File: src/vdu_pkg.sv
// ----------------------------------------------------------------------------
// vdu_pkg: shared types and constants of the vector distance unit
// Widths of elements, accumulators and the final-stage request record.
// ----------------------------------------------------------------------------
package vdu_pkg;

	localparam int MaxLength = 1024;
	localparam int ElemBits  = 16;
	localparam int LenBits   = 11;
	localparam int CntBits   = 10;
	localparam int DotBits   = 42;
	localparam int NormBits  = 41;
	localparam int SqBits    = 43;
	localparam int DistBits  = 43;
	localparam int ProdBits  = 2 * NormBits;
	localparam int RootBits  = NormBits;
	localparam int QuotBits  = 41;
	localparam int RegIdxBits = 1;
	localparam int CfgDataBits = 11;

	localparam logic [RegIdxBits-1:0] REG_USE_COSINE    = 1'b0;
	localparam logic [RegIdxBits-1:0] REG_VECTOR_LENGTH = 1'b1;

	localparam logic [ProdBits-1:0] DegenLimit = ProdBits'(116);
	localparam logic [QuotBits-1:0] QCap = QuotBits'(1) << 40;
	localparam logic [DistBits-1:0] OneQ30 = DistBits'(1) << 30;
	localparam logic [DistBits-1:0] TwoQ30 = DistBits'(1) << 31;

	// one finished vector handed from the accumulator to the finisher
	typedef struct packed {
		logic                       cosine;
		logic signed [DotBits-1:0]  dot;
		logic [NormBits-1:0]        norm_a;
		logic [NormBits-1:0]        norm_b;
		logic [SqBits-1:0]          sq;
	} vec_req_t;

endpackage

File: src/vdu_front.sv
// ----------------------------------------------------------------------------
// vdu_front: element-pair accumulator
// Takes one pair per cycle, while full is low, through a product stage and emits
// a request per finished vector into a two-entry queue.
// ----------------------------------------------------------------------------
module vdu_front import vdu_pkg::*; (
	input  logic                       clk,
	input  logic                       arst_n,
	input  logic                       push,
	output logic                       full,
	input  logic signed [ElemBits-1:0] a_elem,
	input  logic signed [ElemBits-1:0] b_elem,
	input  logic                       use_cosine,
	input  logic [LenBits-1:0]         vector_length,
	output logic                       req_valid,
	output vec_req_t                   req,
	input  logic                       req_take
);
	logic                          v_s1;
	logic signed [2*ElemBits-1:0]  ab_s1;
	logic [2*ElemBits-1:0]         aa_s1, bb_s1;
	logic [2*ElemBits+1:0]         dd_s1;
	logic                          last_s1;
	logic signed [DotBits-1:0]     dot_q;
	logic [NormBits-1:0]           na_q, nb_q;
	logic [SqBits-1:0]             sq_q;
	logic [CntBits-1:0]            cnt_q;
	logic [LenBits-1:0]            len_eff;
	logic signed [ElemBits:0]      diff;
	logic signed [DotBits-1:0]     dot_n;
	logic [NormBits-1:0]           na_n, nb_n;
	logic [SqBits-1:0]             sq_n;
	logic                          acc;
	vec_req_t                      fifo_q [2];
	logic                          wp_q, rp_q;
	logic [1:0]                    fill_q;
	logic                          fpush;

	assign acc = push && !full;
	// room for the product stage entry that is about to be pushed
	assign full = (fill_q == 2'd2) || (fill_q == 2'd1 && v_s1 && last_s1);
	always_comb begin
		len_eff = vector_length;
		if (vector_length == '0) len_eff = LenBits'(1);
		if (vector_length > LenBits'(MaxLength)) len_eff = LenBits'(MaxLength);
	end
	assign diff = ElemBits'(0) + ($signed({a_elem[ElemBits-1], a_elem})
		- $signed({b_elem[ElemBits-1], b_elem}));

	always_ff @(posedge clk or negedge arst_n) begin
		if (!arst_n) begin
			v_s1 <= 1'b0;
			last_s1 <= 1'b0;
			cnt_q <= '0;
		end else begin
			v_s1 <= acc;
			if (acc) begin
				last_s1 <= ({1'b0, cnt_q} + 1'b1) >= len_eff;
				cnt_q <= (({1'b0, cnt_q} + 1'b1) >= len_eff) ? '0 : cnt_q + 1'b1;
			end
		end
	end

	always_ff @(posedge clk) begin
		if (acc) begin
			ab_s1 <= a_elem * b_elem;
			aa_s1 <= (2*ElemBits)'(a_elem * a_elem);
			bb_s1 <= (2*ElemBits)'(b_elem * b_elem);
			dd_s1 <= (2*ElemBits+2)'(diff * diff);
		end
	end

	always_comb begin
		dot_n = dot_q + DotBits'(ab_s1);
		na_n = na_q + NormBits'(aa_s1);
		nb_n = nb_q + NormBits'(bb_s1);
		sq_n = sq_q + SqBits'(dd_s1);
	end

	assign fpush = v_s1 && last_s1;

	always_ff @(posedge clk or negedge arst_n) begin
		if (!arst_n) begin
			dot_q <= '0;
			na_q <= '0;
			nb_q <= '0;
			sq_q <= '0;
		end else if (v_s1) begin
			dot_q <= last_s1 ? '0 : dot_n;
			na_q <= last_s1 ? '0 : na_n;
			nb_q <= last_s1 ? '0 : nb_n;
			sq_q <= last_s1 ? '0 : sq_n;
		end
	end

	always_ff @(posedge clk) begin
		if (fpush) fifo_q[wp_q] <= '{cosine: use_cosine, dot: dot_n, norm_a: na_n,
			norm_b: nb_n, sq: sq_n};
	end

	always_ff @(posedge clk or negedge arst_n) begin
		if (!arst_n) begin
			wp_q <= 1'b0;
			rp_q <= 1'b0;
			fill_q <= '0;
		end else begin
			if (fpush) wp_q <= ~wp_q;
			if (req_take && req_valid) rp_q <= ~rp_q;
			fill_q <= fill_q + {1'b0, fpush} - {1'b0, req_take && req_valid};
		end
	end

	assign req_valid = fill_q != '0;
	assign req = fifo_q[rp_q];

	a_no_overflow: assert property (@(posedge clk) disable iff (!arst_n)
		fill_q <= 2'd2) else $error("request queue overflow");
	a_push_room: assert property (@(posedge clk) disable iff (!arst_n)
		fpush |-> (fill_q != 2'd2 || req_take)) else $error("push into full queue");
	a_cnt_range: assert property (@(posedge clk) disable iff (!arst_n)
		{1'b0, cnt_q} < LenBits'(MaxLength)) else $error("count out of range");
endmodule

File: config.mk
export PLATFORM = sky130hd
export DESIGN_NAME = vdu_front
export DESIGN_NICKNAME = d
export VERILOG_FILES = /design/src/vdu_pkg.sv /design/src/vdu_front.sv
export SDC_FILE = /design/constraint.sdc
export NUM_CORES = 2
export LEC_CHECK = 0
export ABC_AREA = 0
export BUFFER_PORTS_ARGS = -buffer_cell sky130_fd_sc_hd__buf_2
export CORE_MARGIN = 2
export CORE_UTILIZATION = 38
export DETAILED_ROUTE_END_ITERATION = 16
export MAX_ROUTING_LAYER = met4
export PLACE_DENSITY = 0.53
export SLEW_MARGIN = 0
export SYNTH_ARGS = -nofsm -noshare
export SYNTH_HDL_FRONTEND = slang
export SYNTH_SLANG_ARGS = --single-unit
File: constraint.sdc
create_clock -name clk -period 19.95 [get_ports clk]
set_input_delay 1.995 -clock clk [delete_from_list [all_inputs] [get_ports clk]]
set_output_delay 1.995 -clock clk [all_outputs]
set_load 0.005 [all_outputs]
==> summary.md <==
| Metric | Value |
|---|---|
| GRT overflow | `0` |
| TritonCTS clock tree | `built` |
| CTS sink cnt | `roughly 650` |
| Clk buf depth | `3` |
| Fmax | `between 0.08 and 0.09 GHz` |
| Vias/cell | `5.08` |
| Hold Fails Final Rpt | `0` |
| Slew @ Worst Pin | `1140 ps` |
| 1st-pass router iterations | `5` |
| WHS Endpoint | `sq_q[0]` |
| Fin crit period | `11340 ps` |
| Non-Filler Instances | `8987` |
| Synth Flop Type | `edfxtp_1` |
| Avg Inst Size Synth | `roughly 11 um^2` |
| Worst EP arrival | `11750 ps` |
| Setup TNS Final | `0 ps` |
| Synth warn | `0` |
| All-layer global routing usage | `0.208` |
| Most frequent cells in the layout | `inv_1, fa_1, ha_1` |
| Final wirelength | `around 180000 um` |
| Final GP Congestion | `just under 0.9` |
| Final worst-path cycle share | `0.568` |
| Post-Syn Instances | `roughly 6400` |
| Die area | `0.183 mm^2` |
| Reg-to-reg endpoint | `fifo_q[0][102]` |
| Core area | `0.178 mm^2` |
| Initial antenna violation count | `20` |
| Commonest non-fill, non-tap cell in the layout | `inv_1` |
| HPWL Detailed | `139000 um` |
| Seq/Total Area, Yosys | `0.271` |
| CP Launch Type | `primary input` |
| Post-synth top area share | `0.298` |
| Status | `finished, final reports clean` |
| Clock slew at reported path FFs | `60 ps` |
| Hold Crit Class | `flop to flop` |
| Synth cell types | `92` |
| Area Overhead vs Synth | `9.24%` |
| Place WS | `around 8000 ps` |
| Synth top area cells | `fa_1, edfxtp_1, ha_1, inv_1, dfrtp_1` |
| Yosys top cell by area | `fa_1` |
| Critical path type | `primary input to flop` |
| PostCTS Resize Cnt | `0` |
| Setup Viol. Count Final | `0` |
| First-pass GRT wire length | `283000 um` |
| Mapped Nets | `around 8000` |
| Async S/R FF share, synth | `0.283` |
| Chip width | `between 400 and 500 um` |
| Chip Height | `around 430 um` |
| H-tree depth | `3` |
| Max-Cap Viols | `0` |
| Pin count of the biggest net entering global routing | `95` |
| TritonCTS Buffers | `73` |
| WL/cell | `20.0 um` |
| Register-to-register setup slack | `16040 ps` |
| Hold_buf cts | `0` |
| Sequential cell area | `0.0185 mm^2` |
| Min setup slack post-route | `8610 ps` |
| R2r startpoint | `v_s1` |
| IO Count | `218` |
| Multi-input logic area | `0.0441 mm^2` |
| Clk_lat worst skew | `680 ps` |
| Port Buf Inserts | `between 200 and 250` |
| FF+latch count, synth | `646` |
| Worst path top cell family by delay | `adder cells` |
| CTS root buffer | `clkbuf_16` |
| Hold Path Depth | `1` |
| Antenna-violating nets left | `0` |
| Layout cell share with drive strength beyond 1 | `0.0973` |
| Unrepaired setup endpoints after global routing | `no` |
| Fin Hold WS | `499 ps` |
| Worst path slowest cell | `fa_1` |
| Post-CTS Setup Bufs | `0` |
| Placed Cells | `slightly below 9000` |
| Slew Limit Fails | `0` |
| Rel. slew slack | `0.235` |
| Clock skew | `between 20 and 25 ps` |
| CP Capture Type | `flop` |
| Final net count | `8143` |
| Vias in the first global route | `48600` |
| Hold Startpoint | `sq_q[0]` |
| CP Max Fanout | `21` |
| DRC | `0` |
| CP required | `roughly 20000 ps` |
| Initial Utilization | `0.382` |
| First DRT Iteration DRCs | `2871` |
| # rows | `155` |
| Vias | `45700` |
| CP Buf/Inv Count | `7` |
| Cell mode on critical path | `fa_1` |
| EDFF count, synth | `463` |
| FF-to-FF path depth | `5` |
| Critical path's largest stage delay | `540 ps` |
| Fill count | `about 17000` |
| Cell area after synthesis | `0.0681 mm^2` |
## cell type report
cell class / count / share of cell area
Antenna cell: 3 / 0.000101
Clock buffer: 87 / 0.0257
Clock inverter: 49 / 0.00756
Inverter: 1286 / 0.0650
Multi-Input combinational cell: 4279 / 0.592
Sequential cell: 646 / 0.248
Tap cell: 2355 / 0.0396
Timing Repair Buffer: 282 / 0.0213
## per-layer routing
| metal | routed length, um | track usage |
|---|---|---|
| met1 | 81700 | 0.278 |
| met2 | 86800 | 0.340 |
| met3 | 7490 | 0.0227 |
| met4 | 3640 | 0.0467 |
| met5 | 0 | - |
## Yosys cell counts (30+ instances only)
cell      count
xor2_1      103
and3_1       43
nand3_1      60
a21oi_1     218
and2_1      117
nor3_1       42
nor2b_1      36
o21ai_0     132
o21a_1       32
clkbuf_1    172
inv_1      1271
nand2b_1     42
ha_1        511
dfrtp_1     183
xnor2_1     216
nor2_1      383
edfxtp_1    463
o21bai_1     30
nand2_1     503
a22o_1      142
mux2_2      171
fa_1       1016
a21o_1      155
## flip-flops by register name (all words and copies together), names as in the netlist, 2 cells and up
| signal | count |
|---|---|
| ab_s1 | 32 |
| fifo_q | 336 |
| fill_q | 2 |
| na_q | 41 |
| dot_q | 42 |
| dd_s1 | 33 |
| cnt_q | 10 |
| nb_q | 41 |
| sq_q | 43 |
| aa_s1 | 31 |
| bb_s1 | 31 |
## how the worst max path moves through the flow
| stage | from | endpoint | slack (ps) | depth (start not counted) |
|---|---|---|---|---|
| floorplan | a_elem[0] | dd_s1[32] | 9630 | 39 |
| global placement | b_elem[1] | dd_s1[32] | 8100 | 35 |
| detailed placement | b_elem[1] | dd_s1[32] | 7960 | 35 |
| CTS | b_elem[1] | dd_s1[32] | 8690 | 35 |
| global route | b_elem[1] | dd_s1[32] | 7970 | 35 |
| finish | b_elem[1] | dd_s1[32] | 8610 | 35 |
## cells by family after synthesis
family	share of synthesized area
flops	0.271
compound gates	0.0964
simple gates	0.0876
mux	0.0294
fa+ha+maj	0.392
xor+xnor	0.0410
buf+inv	0.0820
## metrics by stage
step	util	area, um^2
after CTS	0.418	74400
after global placement	0.404	72000
after floorplan	-	68100
after detailed placement	0.404	72000
after global routing	0.418	74400
final	0.418	74400
Power is left out: the tool's default activity adds up to more than one toggle a clock period on the data nets, which glitch-free logic cannot reach.
