--- src/vdu_pkg.sv ---
// ----------------------------------------------------------------------------
// vdu_pkg: shared types and constants of the vector distance unit
// Widths of elements, accumulators and the final-stage request record.
// ----------------------------------------------------------------------------
package vdu_pkg;

	localparam int MaxLength = 1024;
	localparam int ElemBits  = 16;
	localparam int LenBits   = 11;
	localparam int CntBits   = 10;
	localparam int DotBits   = 42;
	localparam int NormBits  = 41;
	localparam int SqBits    = 43;
	localparam int DistBits  = 43;
	localparam int ProdBits  = 2 * NormBits;
	localparam int RootBits  = NormBits;
	localparam int QuotBits  = 41;
	localparam int RegIdxBits = 1;
	localparam int CfgDataBits = 11;

	localparam logic [RegIdxBits-1:0] REG_USE_COSINE    = 1'b0;
	localparam logic [RegIdxBits-1:0] REG_VECTOR_LENGTH = 1'b1;

	localparam logic [ProdBits-1:0] DegenLimit = ProdBits'(116);
	localparam logic [QuotBits-1:0] QCap = QuotBits'(1) << 40;
	localparam logic [DistBits-1:0] OneQ30 = DistBits'(1) << 30;
	localparam logic [DistBits-1:0] TwoQ30 = DistBits'(1) << 31;

	// one finished vector handed from the accumulator to the finisher
	typedef struct packed {
		logic                       cosine;
		logic signed [DotBits-1:0]  dot;
		logic [NormBits-1:0]        norm_a;
		logic [NormBits-1:0]        norm_b;
		logic [SqBits-1:0]          sq;
	} vec_req_t;

endpackage

--- src/vdu_back.sv ---
// ----------------------------------------------------------------------------
// vdu_back: distance finisher
// Sequencer: norm product by 21/20-bit partials, bit-serial square root,
// restoring divide, then cosine saturation into a one-entry result register.
// ----------------------------------------------------------------------------
module vdu_back import vdu_pkg::*; (
	input  logic                  clk,
	input  logic                  arst_n,
	input  logic                  req_valid,
	input  vec_req_t              req,
	output logic                  req_take,
	output logic                  empty,
	input  logic                  pop,
	output logic [DistBits-1:0]   dist_value,
	output logic                  degenerate
);
	typedef enum logic [2:0] {S_IDLE, S_MUL, S_ROOT, S_DIV, S_FIN, S_OUT} state_t;
	state_t                 state_q;
	vec_req_t               r_q;
	logic [ProdBits-1:0]    p_q;
	logic [1:0]             part_q;
	logic [6:0]             step_q;
	logic [RootBits-1:0]    root_q;
	logic [ProdBits-1:0]    rem_q;
	logic [DotBits-1:0]     mag_q;
	logic [QuotBits-1:0]    quo_q;
	logic [RootBits:0]      drem_q;
	logic [DistBits-1:0]    dist_q;
	logic                   degen_q;
	logic [20:0]            xa;
	logic [20:0]            xb;
	logic [41:0]            pp;
	logic [ProdBits+1:0]    trial;
	logic [ProdBits+1:0]    rem_sh;
	logic [RootBits+1:0]    dsh;
	logic                   nbit;
	logic                   qbit;
	logic [QuotBits:0]      qsh;
	logic [DotBits+29:0]    num;
	logic signed [QuotBits+1:0] res;

	// 41-bit norms split into 21/20-bit halves: four partial products
	assign xa = part_q[1] ? 21'(r_q.norm_a[NormBits-1:21]) : r_q.norm_a[20:0];
	assign xb = part_q[0] ? 21'(r_q.norm_b[NormBits-1:21]) : r_q.norm_b[20:0];
	assign pp = xa * xb;
	// root: two bits of the radicand per step
	assign rem_sh = {rem_q, p_q[ProdBits-1 -: 2]};
	assign trial = {root_q, 2'b01};
	assign num = {mag_q, 30'b0};
	assign nbit = num[step_q];
	assign dsh = {drem_q, nbit};
	assign qbit = dsh >= {1'b0, root_q};
	// quotient is capped: once above the cap it stays there
	assign qsh = {quo_q, qbit};
	assign res = $signed({2'b0, OneQ30[QuotBits-1:0]})
		- (r_q.dot[DotBits-1] ? -$signed({2'b0, quo_q}) : $signed({2'b0, quo_q}));

	assign req_take = state_q == S_IDLE && req_valid;
	assign empty = state_q != S_OUT;
	assign dist_value = dist_q;
	assign degenerate = degen_q;

	always_ff @(posedge clk or negedge arst_n) begin
		if (!arst_n) begin
			state_q <= S_IDLE;
			part_q <= '0;
			step_q <= '0;
		end else begin
			unique case (state_q)
				S_IDLE: begin
					if (req_valid) begin
						r_q <= req;
						p_q <= '0;
						part_q <= '0;
						state_q <= req.cosine ? S_MUL : S_FIN;
					end
				end
				S_MUL: begin
					p_q <= p_q + (ProdBits'(pp) << (21 * (part_q[0] + part_q[1])));
					part_q <= part_q + 1'b1;
					if (part_q == 2'd3) begin
						state_q <= S_ROOT;
						step_q <= 7'(ProdBits / 2 - 1);
						root_q <= '0;
						rem_q <= '0;
					end
				end
				S_ROOT: begin
					// degenerate norms leave with the step count untouched
					if (step_q == 7'(ProdBits / 2 - 1) && p_q < DegenLimit) begin
						state_q <= S_FIN;
					end else begin
						if (rem_sh >= trial) begin
							rem_q <= ProdBits'(rem_sh - trial);
							root_q <= {root_q[RootBits-2:0], 1'b1};
						end else begin
							rem_q <= ProdBits'(rem_sh);
							root_q <= {root_q[RootBits-2:0], 1'b0};
						end
						p_q <= p_q << 2;
						if (step_q == '0) begin
							state_q <= S_DIV;
							step_q <= 7'(DotBits + 29);
							drem_q <= '0;
							quo_q <= '0;
							mag_q <= r_q.dot[DotBits-1] ? DotBits'(-r_q.dot) : r_q.dot;
						end else begin
							step_q <= step_q - 1'b1;
						end
					end
				end
				S_DIV: begin
					drem_q <= qbit ? (RootBits+1)'(dsh - {1'b0, root_q})
						: (RootBits+1)'(dsh);
					quo_q <= (qsh > {1'b0, QCap}) ? QCap : qsh[QuotBits-1:0];
					if (step_q == '0) state_q <= S_FIN;
					else step_q <= step_q - 1'b1;
				end
				S_FIN: begin
					// p_q still holds the raw product only on the degenerate exit
					if (!r_q.cosine) begin
						dist_q <= r_q.sq;
						degen_q <= 1'b0;
					end else if (step_q == 7'(ProdBits / 2 - 1)) begin
						dist_q <= OneQ30;
						degen_q <= 1'b1;
					end else begin
						degen_q <= 1'b0;
						if (res < 0) dist_q <= '0;
						else if (res > $signed({1'b0, TwoQ30})) dist_q <= TwoQ30;
						else dist_q <= DistBits'(res);
					end
					state_q <= S_OUT;
				end
				S_OUT: begin
					if (pop) state_q <= S_IDLE;
				end
				default: state_q <= S_IDLE;
			endcase
		end
	end

	a_take_idle: assert property (@(posedge clk) disable iff (!arst_n)
		req_take |=> state_q != S_IDLE) else $error("request taken but no work");
	a_out_hold: assert property (@(posedge clk) disable iff (!arst_n)
		(state_q == S_OUT && !pop) |=> $stable(dist_q)) else $error("result changed");
	a_cos_range: assert property (@(posedge clk) disable iff (!arst_n)
		(state_q == S_OUT && r_q.cosine) |-> dist_q <= TwoQ30) else $error("cos range");
endmodule

--- config.mk ---
export PLATFORM = sky130hd
export DESIGN_NAME = vdu_back
export DESIGN_NICKNAME = d
export VERILOG_FILES = /design/src/vdu_pkg.sv /design/src/vdu_back.sv
export SDC_FILE = /design/constraint.sdc
export NUM_CORES = 2
export LEC_CHECK = 0
export BUFFER_PORTS_ARGS = -buffer_cell sky130_fd_sc_hd__buf_2
export CORE_MARGIN = 2
export CORE_UTILIZATION = 40
export CTS_CLUSTER_DIAMETER = 50
export DETAILED_ROUTE_END_ITERATION = 7
export SYNTH_ARGS = -nofsm -noshare
export SYNTH_HDL_FRONTEND = slang
export SYNTH_SLANG_ARGS = --single-unit
--- constraint.sdc ---
create_clock -name clk -period 14.2 [get_ports clk]
set_input_delay 2.13 -clock clk [delete_from_list [all_inputs] [get_ports clk]]
set_output_delay 2.13 -clock clk [all_outputs]
set_load 0.01 [all_outputs]
==> flow_metrics.env <==
export IMPL_tritoncts="built"
export IMPL_distinct_cell_type_count_of_the_synthesized_netlist=103
export IMPL_remaining_max_slew_budget_at_the_tightest_pin=0.147
export IMPL_drt_first_pass_iters=6
export IMPL_drcViolationCount=0
export IMPL_number_of_setup_buffers_added_after_cts=0
export IMPL_routed_via_count=39400
export IMPL_synth_top_cells_by_area="sky130_fd_sc_hd__edfxtp_1, sky130_fd_sc_hd__fa_1, sky130_fd_sc_hd__ha_1, sky130_fd_sc_hd__nor2_1, sky130_fd_sc_hd__inv_1"
export IMPL_postRouteAntennaNets=0
export IMPL_share_of_the_yosys_chip_area_belonging_to_registers=0.330
export IMPL_postSynthAreaPerCell_um2=9.60
export IMPL_largest_net_degree_at_the_start_of_global_routing=83
export IMPL_top_level_ports=218
export IMPL_yosysTopAreaCell="sky130_fd_sc_hd__edfxtp_1"
export IMPL_first_pass_grt_wire_length_um=222000
export IMPL_core_area_um2=125000
export IMPL_rsz0062_at_grt="false"
export IMPL_asyncSetResetFlopFracSynth=0.0217
export IMPL_gp_routability_congestion=0.938
export IMPL_synthesis_nets=6099
export IMPL_timing_fmax_mhz=78.4
export IMPL_buffer_ports_inserted=217
export IMPL_antenna_found_initial=2
export IMPL_timing_final_crit_share=0.898
export IMPL_flip_flop_and_latch_count_after_synthesis=554
export IMPL_critPathRequiredTime_ns=14.56
export IMPL_slew_viol_final=0
export IMPL_worstSetupPathType="reg -> reg"
export IMPL_drtIter0Drc=3003
export IMPL_setup_viol=0
export IMPL_clock_skew_ns=0.0650
export IMPL_finalWirelength_um=142000
export IMPL_worst_path_arrival_ns=13.11
export IMPL_crit_path_max_fanout=23
export IMPL_cts_made_buffers=86
export IMPL_n_antenna_cell=0
export IMPL_area_growth_syn_to_layout_pct=11.3
export IMPL_clkSlewWorstSetupHoldPaths_ns=0.06
export IMPL_placementRows=130
export IMPL_fin_cells=7095
export IMPL_design_die_area_um2=129000
export IMPL_ys_warnings_count=0
export IMPL_cp_start_kind="flop"
export IMPL_layout_nets=6240
export IMPL_setup_tns_ns=0
export IMPL_worst_setup_path_startpoint="part_q[0]$_DFFE_PN0P_"
export IMPL_worst_r2r_startpoint="part_q[0]$_DFFE_PN0P_"
export IMPL_fp_dieH_um=359
export IMPL_number_of_global_route_vias_before_repair=38600
export IMPL_final_hold_vio_count=0
export IMPL_clock_insertion_delay_worst_skew_ns=0.71
export IMPL_cts_hold_buf=0
export IMPL_clockBufferDepth=3
export IMPL_grt_use_total=0.220
export IMPL_critical_path_max_stage_delay_ns=0.85
export IMPL_yosys_most_used_dff="sky130_fd_sc_hd__edfxtp_1"
export IMPL_vias_per_cell=5.55
export IMPL_hpwl_um=108000
export IMPL_numClockSinks=554
export IMPL_grt_ovfl_total=0
export IMPL_cts_root_buffer="sky130_fd_sc_hd__clkbuf_16"
export IMPL_classification_of_the_worst_slack_hold_path="reg -> reg"
export IMPL_actual_transition_at_the_worst_max_transition_pin_ns=1.25
export IMPL_post_place_cells=6942
export IMPL_netlist_area_um2=50300
export IMPL_run_status="finished clean"
export IMPL_max_cap_viol_count=0
export IMPL_synth_edff_count=542
export IMPL_floorplan_initialDensity=0.402
export IMPL_cpMostUsedCell="sky130_fd_sc_hd__fa_1"
export IMPL_timing_final_crit_period_ns=12.75
export IMPL_drive_gt1_frac=0.107
export IMPL_critical_path_slowest_cell="sky130_fd_sc_hd__a2111oi_0"
export IMPL_die_width_um=359
export IMPL_share_of_the_synthesized_area_in_the_top_cell_type=0.324
export IMPL_cts_max_level=3
export IMPL_post_cts_resized=0
export IMPL_route_detailed_wl_per_inst_um=20.1
export IMPL_num_fill_cells=12100
export IMPL_critPathCaptureType="flop"
export IMPL_min_from="r_q[19]$_DFFE_PP_"
export IMPL_syn_instance_count=5239
==> worst max-delay path, delay by kind of cell (launching register included) <==
family                   cells  cell delay, ns
flip-flops                   1            0.84
AND/OR/NAND/NOR              6            1.39
adder cells (fa/ha/maj)      9            4.35
XOR/XNOR                     2            0.49
AO/OA/AOI/OAI               14            3.84
buffers and inverters        7            1.04
multiplexers                 2            0.44
==> layout make-up <==
class / count / area, um^2 / share of cell area
tap: 1650 / 2060 / 0.0369
clock buffer: 99 / 2220 / 0.0397
multi-input combinational: 3908 / 30800 / 0.550
timing repair buffer: 280 / 1560 / 0.0278
inverter: 550 / 2060 / 0.0369
sequential: 554 / 16600 / 0.296
clock inverter: 54 / 681 / 0.0122
==> cell usage after synthesis (all sizes together), types with 84 or more instances <==
master  instances
nand3          95
fa            360
clkbuf        195
xor2          133
inv           549
edfxtp        542
ha            328
a21o          116
and2           84
a21oi         272
o21ai         249
mux2i          91
nor2          621
xnor2         196
nand2         478
==> cells by family after synthesis <==
logic type	count (synthesis)	synth area share
simple gates	1719	0.160
compound gates	1016	0.132
buf+inv	777	0.0605
fa+ha+maj	688	0.225
flops	554	0.330
xor+xnor	330	0.0577
mux	155	0.0351
==> path summary, 6_finish.rpt <==
kind                            slack [ns]  depth (start not counted)                        to
worst max-delay path                  1.45                         40         p_q[76]$_DFFE_PP_
worst min-delay path                  0.52                          1  dist_value[19]$_DFFE_PP_
worst max register to register        1.45                         40         p_q[76]$_DFFE_PP_
worst min register to register        0.52                          1  dist_value[19]$_DFFE_PP_
max in group asynchronous            12.42                          1     part_q[0]$_DFFE_PN0P_
min in group asynchronous             1.38                          1     step_q[5]$_DFFE_PN0P_
==> flip-flops by register name, summed over array words and instances, names as in the netlist, 7 cells and up <==
register    count
root_q         41
drem_q         42
rem_q          82
r_q           168
dist_value     43
p_q            82
quo_q          41
mag_q          42
step_q          7
==> metrics by stage <==
step,cell area [um^2],setup WS (ns),hold WS (ns),utilization
after global placement,53100,1.43,0.509,0.424
final,56000,1.45,0.518,0.447
after detailed placement,53100,1.34,0.510,0.424
after CTS,56000,1.29,0.522,0.447
after floorplan,50300,3.10,0.451,-
after global routing,56000,0.605,0.532,0.447
==> cells in the final DEF, fill, tap and decap left out, types with 53 or more instances in the layout <==
cell                          n
sky130_fd_sc_hd__a21o_1     116
sky130_fd_sc_hd__nor3_1      76
sky130_fd_sc_hd__o21ai_0    246
sky130_fd_sc_hd__nand2_1    476
sky130_fd_sc_hd__nor4_1      53
sky130_fd_sc_hd__ha_1       328
sky130_fd_sc_hd__nand3_1     94
sky130_fd_sc_hd__buf_4       63
sky130_fd_sc_hd__clkbuf_16   87
sky130_fd_sc_hd__a21oi_1    269
sky130_fd_sc_hd__xor2_1     133
sky130_fd_sc_hd__edfxtp_1   542
sky130_fd_sc_hd__mux2i_1     79
sky130_fd_sc_hd__nand4_1     59
sky130_fd_sc_hd__xnor2_1    196
sky130_fd_sc_hd__and2_1      82
sky130_fd_sc_hd__inv_1      548
sky130_fd_sc_hd__nor2_1     619
sky130_fd_sc_hd__fa_1       360
sky130_fd_sc_hd__buf_2      217
==> metal layers <==
layer / vias up / GRT usage / wire (um)
li1: 18500 / - / -
met1: 19500 / 0.298 / 62300
met2: 1144 / 0.365 / 68300
met3: 240 / 0.0327 / 7690
met4: 2 / 0.0645 / 4100
met5: - / 0 / 11
Power is not shown: default switching activity piles up to over one toggle a cycle in this logic, so the estimate is an artifact.
